===== src/design/wftp_pkg.sv =====
`timescale 1ns / 1ps
// Shared types and constants for the weighted fair task picker.
// No dependencies; used by every module of the block.
package wftp_pkg;

    localparam int TASK_SLOTS_DEF = 16;
    localparam int TAG_W          = 8;
    localparam int WORK_W         = 24;
    localparam int META_W         = 3 * TAG_W;
    localparam int QUOT_W         = WORK_W + 8;
    localparam int MIN_W          = 31;
    localparam int DIV_STEP       = 8;
    localparam int DIV_CYCLES     = QUOT_W / DIV_STEP;

    localparam logic [TAG_W-1:0]  SLICES_RESET  = 8'd20;
    localparam logic [WORK_W-1:0] WORK_MAX      = 24'hFFFFFF;
    localparam logic [QUOT_W-1:0] SCORE_ZERO_W  = 32'd100000000;
    localparam logic [MIN_W-1:0]  SCORE_START   = 31'd2000000000;

    typedef enum logic [1:0] {
        OP_ADD      = 2'd0,
        OP_TICK     = 2'd1,
        OP_COMPLETE = 2'd2,
        OP_PURGE    = 2'd3
    } t_op;

    // Strobes from the sequencer to the task table.
    typedef struct packed {
        logic rd;
        logic meta_we;
        logic work_we;
    } t_tbl_ctl;

endpackage


===== src/design/wftp_table.sv =====
`timescale 1ns / 1ps
// Task table: descriptor memory (tag, weight, owner) and work-count memory.
// One write and one registered read per cycle each; depends on wftp_pkg.
module wftp_table #(
    parameter int TASK_SLOTS = wftp_pkg::TASK_SLOTS_DEF,
    localparam int IW = (TASK_SLOTS > 1) ? $clog2(TASK_SLOTS) : 1
) (
    input  logic                        i_clk,
    input  wftp_pkg::t_tbl_ctl          i_ctl,
    input  logic [IW-1:0]               i_raddr,
    input  logic [IW-1:0]               i_waddr,
    input  logic [wftp_pkg::META_W-1:0] i_meta_wdata,
    input  logic [wftp_pkg::WORK_W-1:0] i_work_wdata,
    output logic [wftp_pkg::META_W-1:0] o_meta_rdata,
    output logic [wftp_pkg::WORK_W-1:0] o_work_rdata
);

    logic [wftp_pkg::META_W-1:0] r_meta_mem [TASK_SLOTS];
    logic [wftp_pkg::WORK_W-1:0] r_work_mem [TASK_SLOTS];
    logic [wftp_pkg::META_W-1:0] r_meta_q;
    logic [wftp_pkg::WORK_W-1:0] r_work_q;

    always_ff @(posedge i_clk) begin
        if (i_ctl.meta_we) begin
            r_meta_mem[i_waddr] <= i_meta_wdata;
        end
        if (i_ctl.work_we) begin
            r_work_mem[i_waddr] <= i_work_wdata;
        end
        if (i_ctl.rd) begin
            r_meta_q <= r_meta_mem[i_raddr];
            r_work_q <= r_work_mem[i_raddr];
        end
    end

    assign o_meta_rdata = r_meta_q;
    assign o_work_rdata = r_work_q;

endmodule


===== src/design/wftp_div.sv =====
`timescale 1ns / 1ps
// Shared score divider: (work * 256) / weight, eight quotient bits per cycle.
// Restoring division over an 8-bit divisor; depends on wftp_pkg.
module wftp_div (
    input  logic                        i_clk,
    input  logic                        i_rst_n,
    input  logic                        i_start,
    input  logic [wftp_pkg::WORK_W-1:0] i_work,
    input  logic [7:0]                  i_weight,
    output logic                        o_done,
    output logic [wftp_pkg::QUOT_W-1:0] o_quot
);

    localparam int CNT_W = (wftp_pkg::DIV_CYCLES > 1) ? $clog2(wftp_pkg::DIV_CYCLES) : 1;
    localparam logic [CNT_W-1:0] CNT_LAST = CNT_W'(wftp_pkg::DIV_CYCLES - 1);

    logic                        r_busy;
    logic                        r_done;
    logic [CNT_W-1:0]            r_cnt;
    logic [wftp_pkg::QUOT_W-1:0] r_q;
    logic [7:0]                  r_rem;
    logic [7:0]                  r_div;
    logic [wftp_pkg::QUOT_W-1:0] n_q;
    logic [7:0]                  n_rem;

    // The dividend bits shift out of the top of r_q while quotient bits
    // shift in at the bottom.
    always_comb begin
        logic [8:0] t;
        n_rem = r_rem;
        n_q   = r_q;
        for (int k = 0; k < wftp_pkg::DIV_STEP; k++) begin
            t = {n_rem, n_q[wftp_pkg::QUOT_W-1]};
            if (t >= {1'b0, r_div}) begin
                n_rem = 8'(t - {1'b0, r_div});
                n_q   = {n_q[wftp_pkg::QUOT_W-2:0], 1'b1};
            end else begin
                n_rem = t[7:0];
                n_q   = {n_q[wftp_pkg::QUOT_W-2:0], 1'b0};
            end
        end
    end

    always_ff @(posedge i_clk) begin
        if (!i_rst_n) begin
            r_busy <= 1'b0;
            r_done <= 1'b0;
            r_cnt  <= '0;
        end else begin
            r_done <= 1'b0;
            if (i_start) begin
                r_busy <= 1'b1;
                r_cnt  <= '0;
            end else if (r_busy) begin
                r_cnt <= r_cnt + 1'b1;
                if (r_cnt == CNT_LAST) begin
                    r_busy <= 1'b0;
                    r_done <= 1'b1;
                end
            end
        end
    end

    always_ff @(posedge i_clk) begin
        if (i_start) begin
            r_q   <= {i_work, 8'b0};
            r_rem <= '0;
            r_div <= i_weight;
        end else if (r_busy) begin
            r_q   <= n_q;
            r_rem <= n_rem;
        end
    end

    assign o_done = r_done;
    assign o_quot = r_q;

endmodule


===== src/design/weighted_fair_task_picker_core.sv =====
`timescale 1ns / 1ps
// Weighted fair task picker: an ordered task table with add, tick, complete
// and purge-by-owner commands. Uses wftp_pkg, wftp_table and wftp_div.
//
// Usage: one command word enters on the s_axis channel (tuser = opcode,
// tdata = tag, priority, owner) and exactly one result word leaves on the
// m_axis channel. The slice size is written on the cfg channel while idle.
// The block handles one command at a time and is not ready meanwhile.
// Work per command with H tasks held, from accept to result register:
//   add: one write of the new entry, then a clear of every work count;
//   add to a full table and tick on an empty table go straight to the result,
//   tick: per task a table read, the divider start and wait (skipped for a
//   zero weight) and the compare, then one write-back of the chosen count,
//   complete and purge: per task a table read and a check with a copy-down.
// All table passes go through a single read port and a single write port,
// one entry per step.
// Reset empties the table and sets the slice size to 20. A result waits in
// the output register while the receiver stalls; the next command can be
// taken meanwhile, and its result is held back until the register frees.
module weighted_fair_task_picker_core #(
    parameter int TASK_SLOTS = wftp_pkg::TASK_SLOTS_DEF
) (
    input  logic        i_clk,
    input  logic        i_rst_n,
    input  logic        i_s_axis_tvalid,
    output logic        o_s_axis_tready,
    input  logic [23:0] i_s_axis_tdata,   // task_tag, task_priority, owner_id
    input  logic [1:0]  i_s_axis_tuser,   // opcode
    output logic        o_m_axis_tvalid,
    input  logic        i_m_axis_tready,
    output logic [23:0] o_m_axis_tdata,   // selected_tag, removed_count, tasks_held, zeros
    output logic [1:0]  o_m_axis_tuser,   // selected_valid, add_accepted
    input  logic        i_cfg_valid,
    output logic        o_cfg_ready,
    input  logic [7:0]  i_cfg_data
);

    localparam int IW = (TASK_SLOTS > 1) ? $clog2(TASK_SLOTS) : 1;
    localparam int CW = $clog2(TASK_SLOTS + 1);
    localparam logic [CW-1:0] FULL = CW'(TASK_SLOTS);

    typedef enum logic [10:0] {
        S_IDLE     = 11'b00000000001,
        S_ADD      = 11'b00000000010,
        S_ADD_CLR  = 11'b00000000100,
        S_TICK_RD  = 11'b00000001000,
        S_TICK_ST  = 11'b00000010000,
        S_TICK_DIV = 11'b00000100000,
        S_TICK_CMP = 11'b00001000000,
        S_TICK_WB  = 11'b00010000000,
        S_SCAN_RD  = 11'b00100000000,
        S_SCAN_CHK = 11'b01000000000,
        S_RESP     = 11'b10000000000
    } t_state;

    t_state              r_state, n_state;
    logic [CW-1:0]       r_held, n_held;
    logic [7:0]          r_slices, n_slices;
    logic [CW-1:0]       r_rd, n_rd;
    logic [CW-1:0]       r_wr, n_wr;
    logic                r_found, n_found;
    logic                r_out_valid, n_out_valid;

    wftp_pkg::t_op       r_op, n_op;
    logic [7:0]          r_tag, n_tag;
    logic [7:0]          r_prio, n_prio;
    logic [7:0]          r_owner, n_owner;
    logic [IW-1:0]       r_best, n_best;
    logic [wftp_pkg::WORK_W-1:0] r_best_work, n_best_work;
    logic [7:0]          r_best_tag, n_best_tag;
    logic [wftp_pkg::MIN_W-1:0]  r_min, n_min;
    logic [wftp_pkg::WORK_W-1:0] r_cur_work, n_cur_work;
    logic [7:0]          r_cur_tag, n_cur_tag;
    logic [wftp_pkg::QUOT_W-1:0] r_score, n_score;
    logic                r_res_sel, n_res_sel;
    logic [7:0]          r_res_tag, n_res_tag;
    logic                r_res_add, n_res_add;
    logic [CW-1:0]       r_res_rm, n_res_rm;
    logic                r_o_sel, n_o_sel;
    logic [7:0]          r_o_tag, n_o_tag;
    logic                r_o_add, n_o_add;
    logic [4:0]          r_o_rm, n_o_rm;
    logic [4:0]          r_o_held, n_o_held;

    wftp_pkg::t_tbl_ctl          w_ctl;
    logic [IW-1:0]               w_raddr;
    logic [IW-1:0]               w_waddr;
    logic [wftp_pkg::META_W-1:0] w_meta_wdata;
    logic [wftp_pkg::WORK_W-1:0] w_work_wdata;
    logic [wftp_pkg::META_W-1:0] w_meta_rd;
    logic [wftp_pkg::WORK_W-1:0] w_work_rd;
    logic                        w_div_start;
    logic                        w_div_done;
    logic [wftp_pkg::QUOT_W-1:0] w_quot;
    logic [wftp_pkg::WORK_W-1:0] w_cur_work_src;

    logic [CW-1:0]         w_rd_inc;
    logic [CW-1:0]         w_wr_inc;
    logic                  w_lt;
    logic                  w_drop;
    logic [wftp_pkg::WORK_W:0] w_sum;
    logic [CW+4:0]         w_rm_ext;
    logic [CW+4:0]         w_held_ext;

    wftp_table #(.TASK_SLOTS(TASK_SLOTS)) u_table (
        .i_clk        (i_clk),
        .i_ctl        (w_ctl),
        .i_raddr      (w_raddr),
        .i_waddr      (w_waddr),
        .i_meta_wdata (w_meta_wdata),
        .i_work_wdata (w_work_wdata),
        .o_meta_rdata (w_meta_rd),
        .o_work_rdata (w_work_rd)
    );

    wftp_div u_div (
        .i_clk    (i_clk),
        .i_rst_n  (i_rst_n),
        .i_start  (w_div_start),
        .i_work   (w_cur_work_src),
        .i_weight (w_meta_rd[15:8]),
        .o_done   (w_div_done),
        .o_quot   (w_quot)
    );

    assign w_cur_work_src = w_work_rd;

    assign w_rd_inc   = r_rd + 1'b1;
    assign w_wr_inc   = r_wr + 1'b1;
    assign w_lt       = r_score < {1'b0, r_min};
    assign w_sum      = {1'b0, r_best_work} + {{(wftp_pkg::WORK_W - 7){1'b0}}, r_slices};
    assign w_rm_ext   = {5'b0, r_res_rm};
    assign w_held_ext = {5'b0, r_held};
    // Complete drops only the first tag match; purge drops every owner match.
    assign w_drop     = (r_op == wftp_pkg::OP_COMPLETE) ?
                        (!r_found && (w_meta_rd[7:0] == r_tag)) :
                        (w_meta_rd[23:16] == r_owner);

    always_comb begin
        n_state     = r_state;
        n_held      = r_held;
        n_slices    = i_cfg_valid ? i_cfg_data : r_slices;
        n_rd        = r_rd;
        n_wr        = r_wr;
        n_found     = r_found;
        n_out_valid = r_out_valid && !i_m_axis_tready;
        n_op        = r_op;
        n_tag       = r_tag;
        n_prio      = r_prio;
        n_owner     = r_owner;
        n_best      = r_best;
        n_best_work = r_best_work;
        n_best_tag  = r_best_tag;
        n_min       = r_min;
        n_cur_work  = r_cur_work;
        n_cur_tag   = r_cur_tag;
        n_score     = r_score;
        n_res_sel   = r_res_sel;
        n_res_tag   = r_res_tag;
        n_res_add   = r_res_add;
        n_res_rm    = r_res_rm;
        n_o_sel     = r_o_sel;
        n_o_tag     = r_o_tag;
        n_o_add     = r_o_add;
        n_o_rm      = r_o_rm;
        n_o_held    = r_o_held;
        w_ctl        = '0;
        w_raddr      = r_rd[IW-1:0];
        w_waddr      = r_wr[IW-1:0];
        w_meta_wdata = w_meta_rd;
        w_work_wdata = w_work_rd;
        w_div_start  = 1'b0;

        unique case (r_state)
            S_IDLE: begin
                if (i_s_axis_tvalid) begin
                    n_op      = wftp_pkg::t_op'(i_s_axis_tuser);
                    n_tag     = i_s_axis_tdata[7:0];
                    n_prio    = i_s_axis_tdata[15:8];
                    n_owner   = i_s_axis_tdata[23:16];
                    n_rd      = '0;
                    n_wr      = '0;
                    n_found   = 1'b0;
                    n_min     = wftp_pkg::SCORE_START;
                    n_res_sel = 1'b0;
                    n_res_tag = '0;
                    n_res_add = 1'b0;
                    n_res_rm  = '0;
                    unique case (wftp_pkg::t_op'(i_s_axis_tuser)) inside
                        wftp_pkg::OP_ADD: begin
                            n_state = (r_held == FULL) ? S_RESP : S_ADD;
                        end
                        wftp_pkg::OP_TICK: begin
                            n_state = (r_held == '0) ? S_RESP : S_TICK_RD;
                        end
                        wftp_pkg::OP_COMPLETE, wftp_pkg::OP_PURGE: begin
                            n_state = S_SCAN_RD;
                        end
                        default: begin
                            n_state = S_RESP;
                        end
                    endcase
                end
            end
            S_ADD: begin
                w_ctl.meta_we = 1'b1;
                w_waddr       = r_held[IW-1:0];
                w_meta_wdata  = {r_owner, r_prio, r_tag};
                n_held        = r_held + 1'b1;
                n_wr          = '0;
                n_state       = S_ADD_CLR;
            end
            S_ADD_CLR: begin
                // Every count, the new task's included, restarts at zero.
                w_ctl.work_we = 1'b1;
                w_work_wdata  = '0;
                n_wr          = w_wr_inc;
                if (w_wr_inc == r_held) begin
                    n_res_add = 1'b1;
                    n_state   = S_RESP;
                end
            end
            S_TICK_RD: begin
                w_ctl.rd = 1'b1;
                n_state  = S_TICK_ST;
            end
            S_TICK_ST: begin
                n_cur_work = w_work_rd;
                n_cur_tag  = w_meta_rd[7:0];
                if (w_meta_rd[15:8] == 8'd0) begin
                    n_score = wftp_pkg::SCORE_ZERO_W;
                    n_state = S_TICK_CMP;
                end else begin
                    w_div_start = 1'b1;
                    n_state     = S_TICK_DIV;
                end
            end
            S_TICK_DIV: begin
                if (w_div_done) begin
                    n_score = w_quot;
                    n_state = S_TICK_CMP;
                end
            end
            S_TICK_CMP: begin
                // The first task stands as the choice until a later score beats both
                // the start value and every earlier score; ties keep the earlier task.
                if (w_lt) begin
                    n_min = r_score[wftp_pkg::MIN_W-1:0];
                end
                if (w_lt || (r_rd == '0)) begin
                    n_best      = r_rd[IW-1:0];
                    n_best_work = r_cur_work;
                    n_best_tag  = r_cur_tag;
                end
                n_rd    = w_rd_inc;
                n_state = (w_rd_inc == r_held) ? S_TICK_WB : S_TICK_RD;
            end
            S_TICK_WB: begin
                w_ctl.work_we = 1'b1;
                w_waddr       = r_best;
                w_work_wdata  = w_sum[wftp_pkg::WORK_W] ? wftp_pkg::WORK_MAX :
                                w_sum[wftp_pkg::WORK_W-1:0];
                n_res_sel     = 1'b1;
                n_res_tag     = r_best_tag;
                n_state       = S_RESP;
            end
            S_SCAN_RD: begin
                if (r_rd == r_held) begin
                    n_held   = r_wr;
                    n_res_rm = r_held - r_wr;
                    n_state  = S_RESP;
                end else begin
                    w_ctl.rd = 1'b1;
                    n_state  = S_SCAN_CHK;
                end
            end
            S_SCAN_CHK: begin
                // Kept tasks are copied down to the write pointer in order.
                if (w_drop) begin
                    n_found = 1'b1;
                end else begin
                    w_ctl.meta_we = 1'b1;
                    w_ctl.work_we = 1'b1;
                    n_wr          = w_wr_inc;
                end
                n_rd    = w_rd_inc;
                n_state = S_SCAN_RD;
            end
            S_RESP: begin
                if (!r_out_valid || i_m_axis_tready) begin
                    n_out_valid = 1'b1;
                    n_o_sel     = r_res_sel;
                    n_o_tag     = r_res_tag;
                    n_o_add     = r_res_add;
                    n_o_rm      = w_rm_ext[4:0];
                    n_o_held    = w_held_ext[4:0];
                    n_state     = S_IDLE;
                end
            end
            default: begin
                n_state = S_IDLE;
            end
        endcase
    end

    always_ff @(posedge i_clk) begin
        if (!i_rst_n) begin
            r_state     <= S_IDLE;
            r_held      <= '0;
            r_slices    <= wftp_pkg::SLICES_RESET;
            r_rd        <= '0;
            r_wr        <= '0;
            r_found     <= 1'b0;
            r_out_valid <= 1'b0;
        end else begin
            r_state     <= n_state;
            r_held      <= n_held;
            r_slices    <= n_slices;
            r_rd        <= n_rd;
            r_wr        <= n_wr;
            r_found     <= n_found;
            r_out_valid <= n_out_valid;
        end
    end

    always_ff @(posedge i_clk) begin
        r_op        <= n_op;
        r_tag       <= n_tag;
        r_prio      <= n_prio;
        r_owner     <= n_owner;
        r_best      <= n_best;
        r_best_work <= n_best_work;
        r_best_tag  <= n_best_tag;
        r_min       <= n_min;
        r_cur_work  <= n_cur_work;
        r_cur_tag   <= n_cur_tag;
        r_score     <= n_score;
        r_res_sel   <= n_res_sel;
        r_res_tag   <= n_res_tag;
        r_res_add   <= n_res_add;
        r_res_rm    <= n_res_rm;
        r_o_sel     <= n_o_sel;
        r_o_tag     <= n_o_tag;
        r_o_add     <= n_o_add;
        r_o_rm      <= n_o_rm;
        r_o_held    <= n_o_held;
    end

    assign o_s_axis_tready = (r_state == S_IDLE);
    assign o_m_axis_tvalid = r_out_valid;
    assign o_m_axis_tdata  = {6'b0, r_o_held, r_o_rm, r_o_tag};
    assign o_m_axis_tuser  = {r_o_add, r_o_sel};
    assign o_cfg_ready     = 1'b1;

    a_held_bound: assert property (@(posedge i_clk) disable iff (!i_rst_n)
        r_held <= FULL)
        else $error("task count exceeds table depth");

    a_accept_leaves_idle: assert property (@(posedge i_clk) disable iff (!i_rst_n)
        (i_s_axis_tvalid && o_s_axis_tready) |=> (r_state != S_IDLE))
        else $error("accepted command did not start work");

    a_scan_order: assert property (@(posedge i_clk) disable iff (!i_rst_n)
        (r_state == S_SCAN_CHK) |-> (r_wr <= r_rd))
        else $error("compaction write pointer passed read pointer");

    a_div_done_state: assert property (@(posedge i_clk) disable iff (!i_rst_n)
        w_div_done |-> (r_state == S_TICK_DIV))
        else $error("divider finished outside of a tick");

endmodule

===== config.mk =====
export PLATFORM = sky130hd
export DESIGN_NAME = weighted_fair_task_picker_core
export DESIGN_NICKNAME = d
export VERILOG_FILES = /design/src/design/wftp_pkg.sv /design/src/design/wftp_table.sv /design/src/design/wftp_div.sv /design/src/design/weighted_fair_task_picker_core.sv
export SDC_FILE = /design/constraint.sdc
export NUM_CORES = 1
export LEC_CHECK = 0
export BUFFER_PORTS_ARGS = -buffer_cell sky130_fd_sc_hd__buf_2
export CORE_MARGIN = 3
export CORE_UTILIZATION = 30
export CTS_CLUSTER_DIAMETER = 80
export DETAILED_ROUTE_END_ITERATION = 12
export REMOVE_ABC_BUFFERS = 1
export SYNTH_ARGS = -nofsm -noshare
export SYNTH_HDL_FRONTEND = slang
export SYNTH_HIERARCHICAL = 1
export SYNTH_SLANG_ARGS = --single-unit

===== constraint.sdc =====
create_clock -name i_clk -period 16.6 [get_ports i_clk]
set_input_delay 3.32 -clock i_clk [delete_from_list [all_inputs] [get_ports i_clk]]
set_output_delay 3.32 -clock i_clk [all_outputs]
set_load 0.05 [all_outputs]

# Word-level counts from Yosys, hierarchy flattened
# Memory sizes are Yosys's and may differ from the RTL's. A register that Yosys moved wholly into a read port is not among the register bits.
# Cells that the tools add are included.
[classes] n_mux=73 bitwise_logic=2 magnitude_cmp=9 n_eq_ne=31 n_reduce_logical=39 addsub=14
[op_table] operator="32-bit 2-to-1 mux" n=4
[op_table] operator="11-bit case mux with 11 select lines" n=1
[op_table] operator="8-bit 2-to-1 mux" n=10
[op_table] operator="11-bit 2-to-1 mux" n=7
[op_table] operator="9-bit by 8-bit >= comparator with 1-bit output" n=8
[op_table] operator="32-bit case mux with 2 select lines" n=1
[op_table] operator="8-bit subtractor" n=8
[op_table] operator="31-bit 2-to-1 mux" n=2
[op_table] operator="31-bit case mux with 2 select lines" n=1
[op_table] operator="24-bit 2-to-1 mux" n=2
[op_table] operator="24-bit case mux with 2 select lines" n=1
[op_table] operator="11-bit case mux with 3 select lines" n=1
[op_table] operator="32-bit by 31-bit < comparator with 1-bit output" n=1
[op_table] operator="5-bit case mux with 2 select lines" n=3
[op_table] operator="24-bit by 8-bit adder with 25-bit output" n=1
[op_table] operator="1-bit 2-to-1 mux" n=25
[op_table] operator="5-bit 2-to-1 mux" n=4
[op_table] operator="5-bit case mux with 4 select lines" n=1
[op_table] operator="3-bit AND reduction" n=6
[op_table] operator="2-bit nonzero test" n=9
[op_table] operator="8-bit == test" n=2
[op_table] operator="2-bit != test (second input constant)" n=8
[op_table] operator="8-bit case mux with 2 select lines" n=1
[op_table] operator="5-bit by 1-bit adder with 5-bit output (second input constant)" n=3
[op_table] operator="other kinds (34)" n=58
[totals] ram_bits=768 regBits=280 memories=2 elab_cells=204
[memory_table] memory="u_table.r_meta_mem" words=16 word_bits=24 rd=1 rd_clocked_by_memory_dff=1 wr=1 line_no="wftp_table.sv:18" text="logic [wftp_pkg::META_W-1:0] r_meta_mem [TASK_SLOTS];"
[memory_table] memory="u_table.r_work_mem" words=16 word_bits=24 rd=1 rd_clocked_by_memory_dff=1 wr=1 line_no="wftp_table.sv:19" text="logic [wftp_pkg::WORK_W-1:0] r_work_mem [TASK_SLOTS];"

# Longest topological paths before layout
# Gate-level depths: netlist of the first run.
[logic_depth] ltp_word=18 depth_mapped=88 mapped_depth_nobuf=82

# By module
# Netlist of the first run, hierarchy kept.
[modules_own_cells] module="wftp_table" cells_each=1267 area_per_inst_um2=30271.5 n_inst=1 seq_area_each_um2=24503.5
[modules_own_cells] module="weighted_fair_task_picker_core" cells_each=943 area_per_inst_um2=10930.5 n_inst=1 seq_area_each_um2=6486.2
[modules_own_cells] module="wftp_div" cells_each=656 area_per_inst_um2=5724.2 n_inst=1 seq_area_each_um2=1361.3

# Worst setup path before layout of the first run
# Ideal clock, no wire load.
[synth_timing] kind="reg2reg" from="register u_div.r_div[1]" to="register u_div.r_rem[4]" arrival_time_ns=17.264 n_path_buf=7 stages_incl_launch_ff=88 setup_slack_ns=-0.767 t_required_ns=16.497 cell_sequence="edfxtp_1 -> inv_1 -> ha_1 -> nor2b_1 -> o21ai_1 -> a31o_4 -> and2_1 -> clkbuf_1 -> a21oi_1 -> inv_1 -> ha_1 -> nor2b_1 -> o21bai_1 -> a32oi_1 -> a21bo_2 -> a211oi_2 -> clkbuf_1 -> mux2_2 -> [... 52 more ...] -> o211ai_1 -> a21oi_1 -> o2111a_1 -> mux2i_4 -> mux2i_1 -> ha_1 -> a21o_1 -> a21o_1 -> a21o_1 -> a21o_1 -> a21o_1 -> a21oi_1 -> o21ai_0 -> a21o_1 -> clkbuf_1 -> or2_1 -> buf_6 -> a2111oi_2"
[synth_between] elab_chain_len=16 elab_cells_between_ends=24 classes_between="add/sub: 8; order compare: 8; mux: 8"
[synth_rtl] element="start: declaration" line_no="wftp_div.sv:22" text="logic [7:0] r_div;"
[synth_rtl] element="start signal: assignment" line_no="wftp_div.sv:68" text="r_div <= i_weight;"
[synth_rtl] element="8-bit subtractor / 9-bit by 8-bit >= comparator with 1-bit output (equally long branches)" line_no="wftp_div.sv:35, wftp_div.sv:34"
[synth_rtl] element="8-bit 2-to-1 mux" line_no="wftp_div.sv:34" text="if (t >= {1'b0, r_div}) begin"
[synth_rtl] element="8-bit subtractor / 9-bit by 8-bit >= comparator with 1-bit output (equally long branches)" line_no="wftp_div.sv:35, wftp_div.sv:34"
[synth_rtl] element="8-bit 2-to-1 mux" line_no="wftp_div.sv:34"
[synth_rtl] element="8-bit subtractor / 9-bit by 8-bit >= comparator with 1-bit output (equally long branches)" line_no="wftp_div.sv:35, wftp_div.sv:34"
[synth_rtl] element="8-bit 2-to-1 mux" line_no="wftp_div.sv:34"
[synth_rtl] element="8-bit subtractor / 9-bit by 8-bit >= comparator with 1-bit output (equally long branches)" line_no="wftp_div.sv:35, wftp_div.sv:34"
[synth_rtl] element="8-bit 2-to-1 mux" line_no="wftp_div.sv:34"
[synth_rtl] element="8-bit subtractor / 9-bit by 8-bit >= comparator with 1-bit output (equally long branches)" line_no="wftp_div.sv:35, wftp_div.sv:34"
[synth_rtl] element="8-bit 2-to-1 mux" line_no="wftp_div.sv:34"
[synth_rtl] element="8-bit subtractor / 9-bit by 8-bit >= comparator with 1-bit output (equally long branches)" line_no="wftp_div.sv:35, wftp_div.sv:34"
[synth_rtl] element="8-bit 2-to-1 mux" line_no="wftp_div.sv:34"
[synth_rtl] element="8-bit subtractor / 9-bit by 8-bit >= comparator with 1-bit output (equally long branches)" line_no="wftp_div.sv:35, wftp_div.sv:34"
[synth_rtl] element="8-bit 2-to-1 mux" line_no="wftp_div.sv:34"
[synth_rtl] element="9-bit by 8-bit >= comparator with 1-bit output / 8-bit subtractor (equally long branches)" line_no="wftp_div.sv:34, wftp_div.sv:35"
[synth_rtl] element="8-bit 2-to-1 mux (*)" line_no="wftp_div.sv:34"
[synth_rtl] element="end signal: assignment" line_no="wftp_div.sv:71" text="r_rem <= n_rem;"
[synth_rtl] element="end: declaration" line_no="wftp_div.sv:21" text="logic [7:0] r_rem;"
# Mark *: on every way between the ends. The rest lies on a longest branch, timed or not.
# A chain may end at the register's enable or synchronous reset.

# Final worst setup path of the first run
[layout_timing] from="register u_div.r_div[1]" to="register u_div.r_rem[5]"
# Same word-level chain as after synthesis.

==> metrics.md, run 1 <==
| Metric | Value |
|---|---|
| Status | `finished clean` |
| Total gr overflow | `0` |
| Clock skew | `0.0601 ns` |
| CP required | `17.23 ns` |
| Post-CTS Hold Fix Bufs | `0` |
| Most frequent cells in the layout | `edfxtp_1, nand2_1, mux4_2` |
| Met3 routed wirelength | `7960 µm` |
| Clk buf depth | `3` |
| CP max stage cell | `mux2_2` |
| Port Buf Inserts | `60` |
| DRC Markers | `0` |
| Post-Syn Instances | `2866` |
| Area Overhead vs Synth | `14.5%` |
| Min-delay worst type | `flop to flop` |
| CP top delay family | `compound AO/OA/AOI/OAI gates` |
| Clk_lat worst skew | `0.74 ns` |
| Die span in y | `402 µm` |
| Starting density of the core | `0.303` |
| Actual slew at the worst max-slew pin | `1.34 ns` |
| Critical-path maximum fanout | `8` |
| Netlist cell types | `89` |
| Wl on met1 | `48500 µm` |
| Post-synth top flop | `edfxtp_1` |
| Placed cells | `4899` |
| Commonest non-fill, non-tap cell in the layout | `edfxtp_1` |
| Critical Path End | `u_div/r_rem[5]$_SDFFE_PP0P_` |
| FF-to-FF Start | `u_div/r_div[1]$_DFFE_PP_` |
| Clk pin slew, worst setup/hold paths | `0.06 ns` |
| R2r setup slk | `0.81 ns` |
| EDFF count, synth | `1040` |
| Root Buffer | `clkbuf_16` |
| Fin crit period | `15.79 ns` |
| Vias per cell | `5.01` |
| Crit path launch type | `flop` |
| Die X | `402 µm` |
| Max incr delay on CP | `0.38 ns` |
| GRT Total Usage | `0.139` |
| Bufs and invs on worst path | `7` |
| Worst Setup SP | `u_div/r_div[1]$_DFFE_PP_` |
| Initial antenna violation count | `6` |
| Syn Area/Cell | `16.4 µm²` |
| Number of hold violations in the final report | `0` |
| Vias in the first global route | `25800` |
| Max Slew Vio Count | `0` |
| Aggregate routed wire length | `114000 µm` |
| Die ar. | `161000 µm²` |
| Critical Path Most Common Cell | `ha_1` |
| Mapped Area | `46900 µm²` |
| Arrival time at the worst endpoint | `16.42 ns` |
| Setup TNS after final layout | `0 ns` |
| Setup crit end kind | `flop` |
| WHS | `0.420 ns` |
| Global-route wire length before repair | `169000 µm` |
| Placeable Area | `155000 µm²` |
| Design Power | `6160 µW` |
| CTS sink cnt | `1096` |
| HPWL after DPL | `66300 µm` |
| Warnings from Yosys | `6` |
| Tcrit/Tclk final | `0.951` |
| Detailed router's first-iteration violation count | `2554` |
| Ys async rst share | `0` |
| Post-Layout Cell Count | `5112` |
| Final GP Congestion | `0.861` |
| Critical path depth | `78` |
| CTS H-Tree Depth | `3` |
| Seq/Total Area, Yosys | `0.689` |
| Top layer in use | `met4` |
| Yosys reg bits | `1096` |
| LEAKAGE | `0.0178 µW` |
| Worst R2R Path Depth | `78` |
| Worst IR Drop VDD | `85.6 µV` |
| Wire per inst | `22.3 µm` |
| Fraction of final layout cells with drive strength greater than 1 | `0.205` |
| Layout Nets | `3139` |
| I/O Pins | `68` |
| Iteration count of the initial detailed-routing pass | `6` |
| CTS tree | `done` |
| Pwr Density | `115 nW/µm²` |
| Max Fclk | `63.3 MHz` |
| Vias | `25600` |
| Routed wl met2 | `54600 µm` |
| Num rows | `144` |
| # setup viols final | `0` |
| Relative slew slack | `0.108` |
| RR Endpoint | `u_div/r_rem[5]$_SDFFE_PP0P_` |
| WS Path Type | `flop to flop` |
| Antenna-violating nets left | `0` |
| Number of buffers created by CTS | `107` |
| Max Cap Violations | `0` |
| Largest net degree at the start of global routing | `60` |
cells in the mapped netlist (14+ instances only):
library cell	number	area share
edfxtp_1	1040	0.67
nand2_1	224	0.018
mux4_2	192	0.092
nor2_1	125	0.010
ha_1	112	0.030
a22oi_1	104	0.017
inv_1	94	0.0075
a21oi_1	78	0.0083
o21ai_0	75	0.0080
clkbuf_1	70	0.0056
and2_1	60	0.0080
dfxtp_1	56	0.024
buf_4	51	0.0082
nand2b_1	45	0.0060
xnor2_1	45	0.0084
xor2_1	42	0.0078
a21o_1	40	0.0064
nor2b_1	37	0.0049
nand3_1	35	0.0037
nand4_1	26	0.0035
mux2_2	25	0.0060
mux2i_1	25	0.0053
nor3_1	22	0.0023
a22o_1	16	0.0030
a211oi_1	14	0.0022
buf_1	14	0.0011
logic make-up (layout without fill, tap and decap cells):
logic type,count (synthesis),in the layout,synth area share
buf+inv,243,438,0.0241
flops,1096,1096,0.689
mux,245,245,0.105
other cells,2,9,0.000160
simple gates,649,649,0.0690
xor+xnor,87,87,0.0162
fa+ha+maj,122,122,0.0341
compound gates,422,422,0.0623
area by class of cell:
type	count	area [µm²]
timing repair buffer	145	942
fill	14500	101000
tap	2044	2560
clock buffer	121	2750
sequential	1096	32400
inverter	96	360
antenna	2	5.00
clock inverter	76	837
multi-input combinational	1532	13900
sequential cells by signal, indices dropped and copies added, names as in the netlist, 11 cells and up:
name,flops
r_best_work,24
r_state,11
r_cur_work,24
u_table/r_meta_mem,384
r_score,32
u_table/o_meta_rdata,24
u_div/o_quot,32
r_min,31
u_table/o_work_rdata,24
u_table/r_work_mem,384
metrics by stage:
| step | setup slack (ns) | utilization | area [µm²] |
|---|---|---|---|
| final | 0.809 | 0.347 | 53700 |
| after global routing | -0.172 | 0.347 | 53700 |
| after CTS | 0.0245 | 0.346 | 53500 |
| after detailed placement | -0.394 | 0.322 | 49900 |
| after global placement | 0.00814 | 0.322 | 49900 |
| after floorplan | -0.510 | - | 46200 |
where the power goes:
part,total [µW],switching (µW),leakage (µW),internal (µW)
Clock,2480,1060,0.00174,1420
Sequential,3050,19.3,0.00987,3030
Combinational,637,359,0.00618,277
Total,6160,1440,0.0178,4720
how the worst min path moves through the flow:
| stage | from | endpoint | slack (ns) | cells past startpoint |
|---|---|---|---|---|
| 2_1_floorplan | r_cur_tag[0]$_DFFE_PN_ | r_best_tag[0]$_DFFE_PP_ | 0.40 | 0 |
| 3_3_place_gp | r_cur_work[11]$_DFFE_PN_ | r_best_work[11]$_DFFE_PP_ | 0.40 | 0 |
| 3_5_place_dp | r_cur_work[11]$_DFFE_PN_ | r_best_work[11]$_DFFE_PP_ | 0.40 | 0 |
| 4_1_cts | r_cur_work[11]$_DFFE_PN_ | r_best_work[11]$_DFFE_PP_ | 0.42 | 0 |
| 5_1_grt | r_cur_work[6]$_DFFE_PN_ | r_best_work[6]$_DFFE_PP_ | 0.43 | 0 |
| 6_report | r_cur_work[11]$_DFFE_PN_ | r_best_work[11]$_DFFE_PP_ | 0.42 | 0 |
worst reg2reg max path: cells and delay by family, from the launching register on:
kind                     cells  cell delay [ns]
AO/OA/AOI/OAI               45             8.67
multiplexers                 7             2.13
adder cells (fa/ha/maj)      8             2.11
AND/OR/NAND/NOR             11             1.86
buffers and inverters        7             0.56
flip-flops                   1             0.35
routing by layer:
metal,GRT usage,up-vias
li1,-,11400
met1,0.186,13200
met2,0.228,828
met3,0.0265,174
met4,0.0473,0
met5,0,-
what timing repair did:
item | in CTS | in global routing
gates resized for setup | 4 | 47
pin swaps | 2 | 12
setup buffers | 6 | 8
hold endpoints to repair | 0 | 0
setup endpoints to repair | 9 | 9
Note: power is estimated with default switching activity, not from simulation.
==> run 2: changes to the inputs <==
CELL_PAD_IN_SITES_DETAIL_PLACEMENT = 0   (was unset)
CELL_PAD_IN_SITES_GLOBAL_PLACEMENT = 1   (was unset)
CORE_MARGIN = 8   (was 3)
PLACE_DENSITY_LB_ADDON = 0.1   (was unset)
==> run 2 against run 1 <==
Against the previous run: via count increased by 0.30%; die area increased by 5.0%; worst setup slack got worse by 0.031 ns; largest cell class unchanged; largest power group unchanged.
==> metrics.md, run 2 (synthesized netlist as in run 1, its figures left out) <==
| Metric | Value |
|---|---|
| Largest registers | `u_table/r_meta_mem (384), u_table/r_work_mem (384)` |
| NetSw | `1500 µW` |
| Antenna-violating nets left | `0` |
| RR Endpoint | `u_div/r_rem[4]$_SDFFE_PP0P_` |
| Min-Delay Endpoint | `r_best_work[8]$_DFFE_PP_` |
| Max Fclk | `63.2 MHz` |
| Pwr Density | `115 nW/µm²` |
| Crit path launch type | `flop` |
| Max incr delay on CP | `0.39 ns` |
| FF-to-FF Start | `u_div/o_quot[31]$_DFFE_PP_` |
| Arrival time at the worst endpoint | `16.42 ns` |
| WS Path Type | `flop to flop` |
| Critical-path maximum fanout | `9` |
| Total gr overflow | `0` |
| Post-CTS Hold Fix Bufs | `0` |
| Actual slew at the worst max-slew pin | `1.34 ns` |
| Power share of the combinational group | `0.105` |
| Vias | `25700` |
| Seq. cell area | `32400 µm²` |
| CTS H-Tree Depth | `3` |
| Starting density of the core | `0.301` |
| Clk_lat worst skew | `0.73 ns` |
| Commonest non-fill, non-tap cell in the layout | `edfxtp_1` |
| HPWL after DPL | `80300 µm` |
| Status | `finished clean` |
| Worst R2R Path Depth | `78` |
| CTS tree | `done` |
| Vias per cell | `4.93` |
| Port Buf Inserts | `60` |
| Fillers | `14700` |
| Detailed router's first-iteration violation count | `2057` |
| R2r setup slk | `0.78 ns` |
| Area Overhead vs Synth | `16.0%` |
| Global-route wire length before repair | `196000 µm` |
| Clock Power Share | `0.410` |
| CTS sink cnt | `1096` |
| WHS | `0.419 ns` |
| Largest net degree at the start of global routing | `58` |
| LEAKAGE | `0.0182 µW` |
| Fraction of final layout cells with drive strength greater than 1 | `0.222` |
| CP max stage cell | `edfxtp_1` |
| Setup TNS after final layout | `0 ns` |
| Relative slew slack | `0.105` |
| Fin crit period | `15.82 ns` |
| Final GP Congestion | `0.793` |
| Min-delay worst type | `flop to flop` |
| Root Buffer | `clkbuf_16` |
| Max Slew Vio Count | `0` |
| Iteration count of the initial detailed-routing pass | `5` |
| Setup crit end kind | `flop` |
| Number of buffers created by CTS | `120` |
| Multi-input logic area | `14000 µm²` |
| Final Cell Area | `54500 µm²` |
| Number of hold violations in the final report | `0` |
| I/O Pins | `68` |
| CP required | `17.20 ns` |
| Final WS setup | `0.779 ns` |
| DP Area | `50200 µm²` |
| DRC Markers | `0` |
| Min-delay src | `r_cur_work[8]$_DFFE_PN_` |
| Worst IR Drop VDD | `83.7 µV` |
| Post-Layout Cell Count | `5210` |
| Hold-critical path depth | `0` |
| Die ar. | `169000 µm²` |
| Vias in the first global route | `27300` |
| Critical Path Most Common Cell | `ha_1` |
| Clk buf depth | `3` |
| P_int | `4770 µW` |
| Net Sw Frac | `0.240` |
| Most frequent cells in the layout | `edfxtp_1, nand2_1, mux4_2` |
| Max Cap Violations | `0` |
| Clk pin slew, worst setup/hold paths | `0.06 ns` |
| Aggregate routed wire length | `135000 µm` |
| Placed cells | `4962` |
| Wire per inst | `26.0 µm` |
| Num rows | `145` |
| Tcrit/Tclk final | `0.953` |
| Seq pwr share | `0.485` |
| GRT Total Usage | `0.158` |
| Initial antenna violation count | `4` |
| Placeable Area | `156000 µm²` |
| Layout Nets | `3204` |
| # setup viols final | `0` |
| Placement Setup Slack | `-0.769 ns` |
| Die span in y | `412 µm` |
| Die X | `412 µm` |
| Clock skew | `0.0392 ns` |
run 2: area by class of cell:
class / instances / area share
multi-input combinational: 1532 / 0.257
clock buffer: 154 / 0.0586
timing repair buffer: 197 / 0.0247
sequential: 1096 / 0.594
antenna: 3 / 0.000138
tap: 2058 / 0.0473
clock inverter: 74 / 0.0112
inverter: 96 / 0.00662
run 2: power groups by stage:
stage / registers, µW / clock network, µW / logic [µW]
after detailed placement: 3100 / 0 / 597
final: 3040 / 2570 / 657
after global placement: 3100 / 0 / 595
after global routing: 3040 / 2770 / 721
after floorplan: 3100 / 0 / 427
after CTS: 3040 / 2660 / 617
run 2: worst max-delay path, delay by kind of cell (launching register included):
| kind | cells | cell delay (ns) |
|---|---|---|
| muxes | 7 | 2.08 |
| xor gates and xnor gates | 1 | 0.18 |
| DFF | 1 | 0.39 |
| buffers and inverters | 7 | 0.71 |
| adders and majority gates | 9 | 2.54 |
| and+or+nand+nor | 10 | 1.33 |
| AOI/OAI and AO/OA | 44 | 8.49 |
run 2: worst max-delay path by stage:
stage / start / endpoint
2_1_floorplan: u_div/r_div[1]$_DFFE_PP_ / u_div/r_rem[4]$_SDFFE_PP0P_
3_3_place_gp: u_div/r_div[1]$_DFFE_PP_ / u_div/r_rem[5]$_SDFFE_PP0P_
3_5_place_dp: u_div/r_div[1]$_DFFE_PP_ / u_div/r_rem[5]$_SDFFE_PP0P_
4_1_cts: u_div/o_quot[31]$_DFFE_PP_ / u_div/r_rem[4]$_SDFFE_PP0P_
5_1_grt: u_div/o_quot[31]$_DFFE_PP_ / u_div/r_rem[4]$_SDFFE_PP0P_
6_report: u_div/o_quot[31]$_DFFE_PP_ / u_div/r_rem[4]$_SDFFE_PP0P_
run 2: metrics by stage:
| step | total power [µW] | utilization |
|---|---|---|
| 2_1_floorplan | 3520 | - |
| 3_3_place_gp | 3700 | 0.322 |
| 3_5_place_dp | 3700 | 0.322 |
| 4_1_cts | 6320 | 0.347 |
| 5_1_grt | 6530 | 0.349 |
| 6_report | 6270 | 0.349 |
run 2: repair_timing:
action,4_1_cts,5_1_grt
gates resized for setup,14,53
pin swaps,2,25
setup buffers,3,13
setup endpoints to repair,9,9
endpoints found under the hold margin,0,0
run 2: metal layers:
layer	up-vias	routed length, µm	global-route usage
li1	11500	-	-
met1	13500	61400	0.217
met2	487	66400	0.268
met3	146	5090	0.0199
met4	0	2380	0.0368
met5	-	0	0
==> run 3: changes to the inputs <==
ABC_AREA = 1   (was unset)
ABC_CLOCK_PERIOD_IN_PS = 16600   (was unset)
CORE_MARGIN = 2   (was 8)
==> run 3 against run 2 <==
Against the previous run: via count rose by 33%; count of clock-buffer cells in the layout rose by 27; global-route usage rose by 2.6 points; largest cell class unchanged; design area rose by 8.4%; die area rose by 4.1%; synthesized area rose by 11%; clock skew barely moved; highest routed layer unchanged; critical path depth rose by 32; register-to-register slack improved by 1.1 ns; non-clock buffer count fell by 56; final cell count rose by 47%; critical path type unchanged.
==> metrics.md, run 3 <==
| Metric | Value |
|---|---|
| Post-CTS Hold Fix Bufs | `0` |
| Wire per inst | `21.2 µm` |
| Total gr overflow | `0` |
| Clk_lat worst skew | `0.79 ns` |
| Top cells by count, synth | `nand2_1, edfxtp_1, inv_1` |
| Largest net degree at the start of global routing | `186` |
| R2r setup slk | `1.86 ns` |
| Top cells by area, synth | `edfxtp_1, nand2_1, nand3_1, inv_1, ha_1` |
| DRC Markers | `0` |
| Seq/Total Area, Yosys | `0.623` |
| Max Fclk | `67.8 MHz` |
| Fin crit period | `14.74 ns` |
| Critical-path maximum fanout | `14` |
| Number of buffers created by CTS | `136` |
| Netlist cell types | `64` |
| # setup viols final | `0` |
| Layout Nets | `5392` |
| Min-delay worst type | `flop to flop` |
| Die span in y | `420 µm` |
| CP top delay family | `simple AND/OR/NAND/NOR gates` |
| Warnings from Yosys | `6` |
| Fraction of final layout cells with drive strength greater than 1 | `0.0956` |
| Vias | `34300` |
| Post-Syn Instances | `5175` |
| CTS tree | `done` |
| Num rows | `152` |
| Bufs and invs on worst path | `23` |
| Vias per cell | `4.49` |
| Setup TNS after final layout | `0 ns` |
| Ys async rst share | `0` |
| Die X | `420 µm` |
| CTS sink cnt | `1096` |
| Arrival time at the worst endpoint | `15.43 ns` |
| Unrepaired setup endpoints after global routing | `false` |
| Antenna-violating nets left | `0` |
| Largest registers | `u_table/r_meta_mem (384), u_table/r_work_mem (384)` |
| I/O Pins | `68` |
| Max Cap Violations | `0` |
| Critical Path Most Common Cell | `nand2_1` |
| CTS H-Tree Depth | `4` |
| Top-count cell post-synth | `nand2_1` |
| Crit path launch type | `flop` |
| Max Slew Vio Count | `0` |
| Clock skew | `0.0395 ns` |
| Setup crit end kind | `flop` |
| Post-Route Utilization | `0.344` |
| Commonest non-fill, non-tap cell in the layout | `nand2_1` |
| Post-synth top area cell | `edfxtp_1` |
| Root Buffer | `clkbuf_16` |
| WS Path Type | `flop to flop` |
| Tcrit/Tclk final | `0.888` |
| Starting density of the core | `0.302` |
| Global-route wire length before repair | `235000 µm` |
| Die ar. | `176000 µm²` |
| Number of hold violations in the final report | `0` |
| CP required | `17.29 ns` |
| Area Overhead vs Synth | `13.7%` |
| Syn Area/Cell | `10.0 µm²` |
| Post-synth top flop | `edfxtp_1` |
| Initial antenna violation count | `5` |
| Clk buf depth | `3` |
| GRT Total Usage | `0.184` |
| Most frequent cells in the layout | `nand2_1, edfxtp_1, inv_1` |
| Aggregate routed wire length | `162000 µm` |
| Yosys reg bits | `1096` |
| CP max stage cell | `edfxtp_1` |
| Clk pin slew, worst setup/hold paths | `0.05 ns` |
| Relative slew slack | `0.170` |
| EDFF count, synth | `1040` |
| Placeable Area | `172000 µm²` |
| HPWL after DPL | `91400 µm` |
| Status | `finished clean` |
| Actual slew at the worst max-slew pin | `1.24 ns` |
| Vias in the first global route | `33400` |
| Port Buf Inserts | `60` |
| Final GP Congestion | `0.787` |
| Max incr delay on CP | `0.35 ns` |
| Detailed router's first-iteration violation count | `2350` |
| Iteration count of the initial detailed-routing pass | `5` |
| Yosys top cell area share | `0.602` |
| Mapped Area | `51900 µm²` |
==> run 3: cell types whose count changed after synthesis, sizes merged, moves of 104 or more <==
cell   previous run  this run
a22oi           105         1
nand3            35       686
inv              94       901
nand2           224      1471
buf              77       184
mux4            192         0
==> run 3: timing repair <==
| action | CTS | global route |
|---|---|---|
| endpoints found under the setup margin | 0 | 9 |
| setup buffers | 0 | 4 |
| endpoints found under the hold margin | 0 | 0 |
| gates resized for setup | 0 | 6 |
==> run 3: logic make-up (layout without fill, tap and decap cells) <==
group           after synthesis  in the layout  share of synthesized area
simple gates               2470           2470                      0.208
buf+inv                    1133           1286                     0.0920
flops                      1096           1096                      0.623
compound gates              264            264                     0.0298
fa+ha+maj                   122            122                     0.0309
xor+xnor                     74             74                     0.0125
mux                          14             14                    0.00362
other cells                   2              9                   0.000145
==> run 3: final timing paths <==
path / start / endpoint / cells after the start
min reg2reg: r_cur_work[14]$_DFFE_PN_ / r_best_work[14]$_DFFE_PP_ / 0
min: r_cur_work[14]$_DFFE_PN_ / r_best_work[14]$_DFFE_PP_ / 0
max: u_div/r_div[3]$_DFFE_PP_ / u_div/r_rem[1]$_SDFFE_PP0P_ / 110
max reg2reg: u_div/r_div[3]$_DFFE_PP_ / u_div/r_rem[1]$_SDFFE_PP0P_ / 110
==> run 3: cell type report <==
class | instances | area [µm²]
inverters | 905 | 3430
fillers | 17300 | 113000
repair buffers | 141 | 933
multi-input cells | 2951 | 15100
clock inverters | 59 | 644
flip-flops and latches | 1096 | 32400
diodes | 2 | 5.00
well taps | 2310 | 2890
clock buffers | 181 | 3660
==> run 3: per-stage QoR <==
| step | instance area, µm² | setup WS, ns | hold slack [ns] | cells |
|---|---|---|---|---|
| 5_1_grt | 59000 | 0.0448 | 0.428 | 7643 |
| 3_5_place_dp | 54700 | 0.897 | 0.405 | 7399 |
| 6_report | 59000 | 1.86 | 0.417 | 7645 |
| 3_3_place_gp | 54700 | 0.929 | 0.401 | 7399 |
| 4_1_cts | 59000 | 0.836 | 0.419 | 7639 |
| 2_1_floorplan | 50500 | 2.97 | 0.400 | 4952 |
==> run 3: metal layers <==
layer	wire length, µm	GRT usage	up-vias	share of wire
met5	0	0	-	0
met4	3720	0.0519	0	0.023
met3	5110	0.0236	194	0.032
met2	77600	0.308	506	0.48
met1	75600	0.250	16600	0.47
li1	-	-	17000	-
Power of run 3 is not shown: default switching activity piles up to over one toggle a cycle in this logic, so the estimate is an artifact.
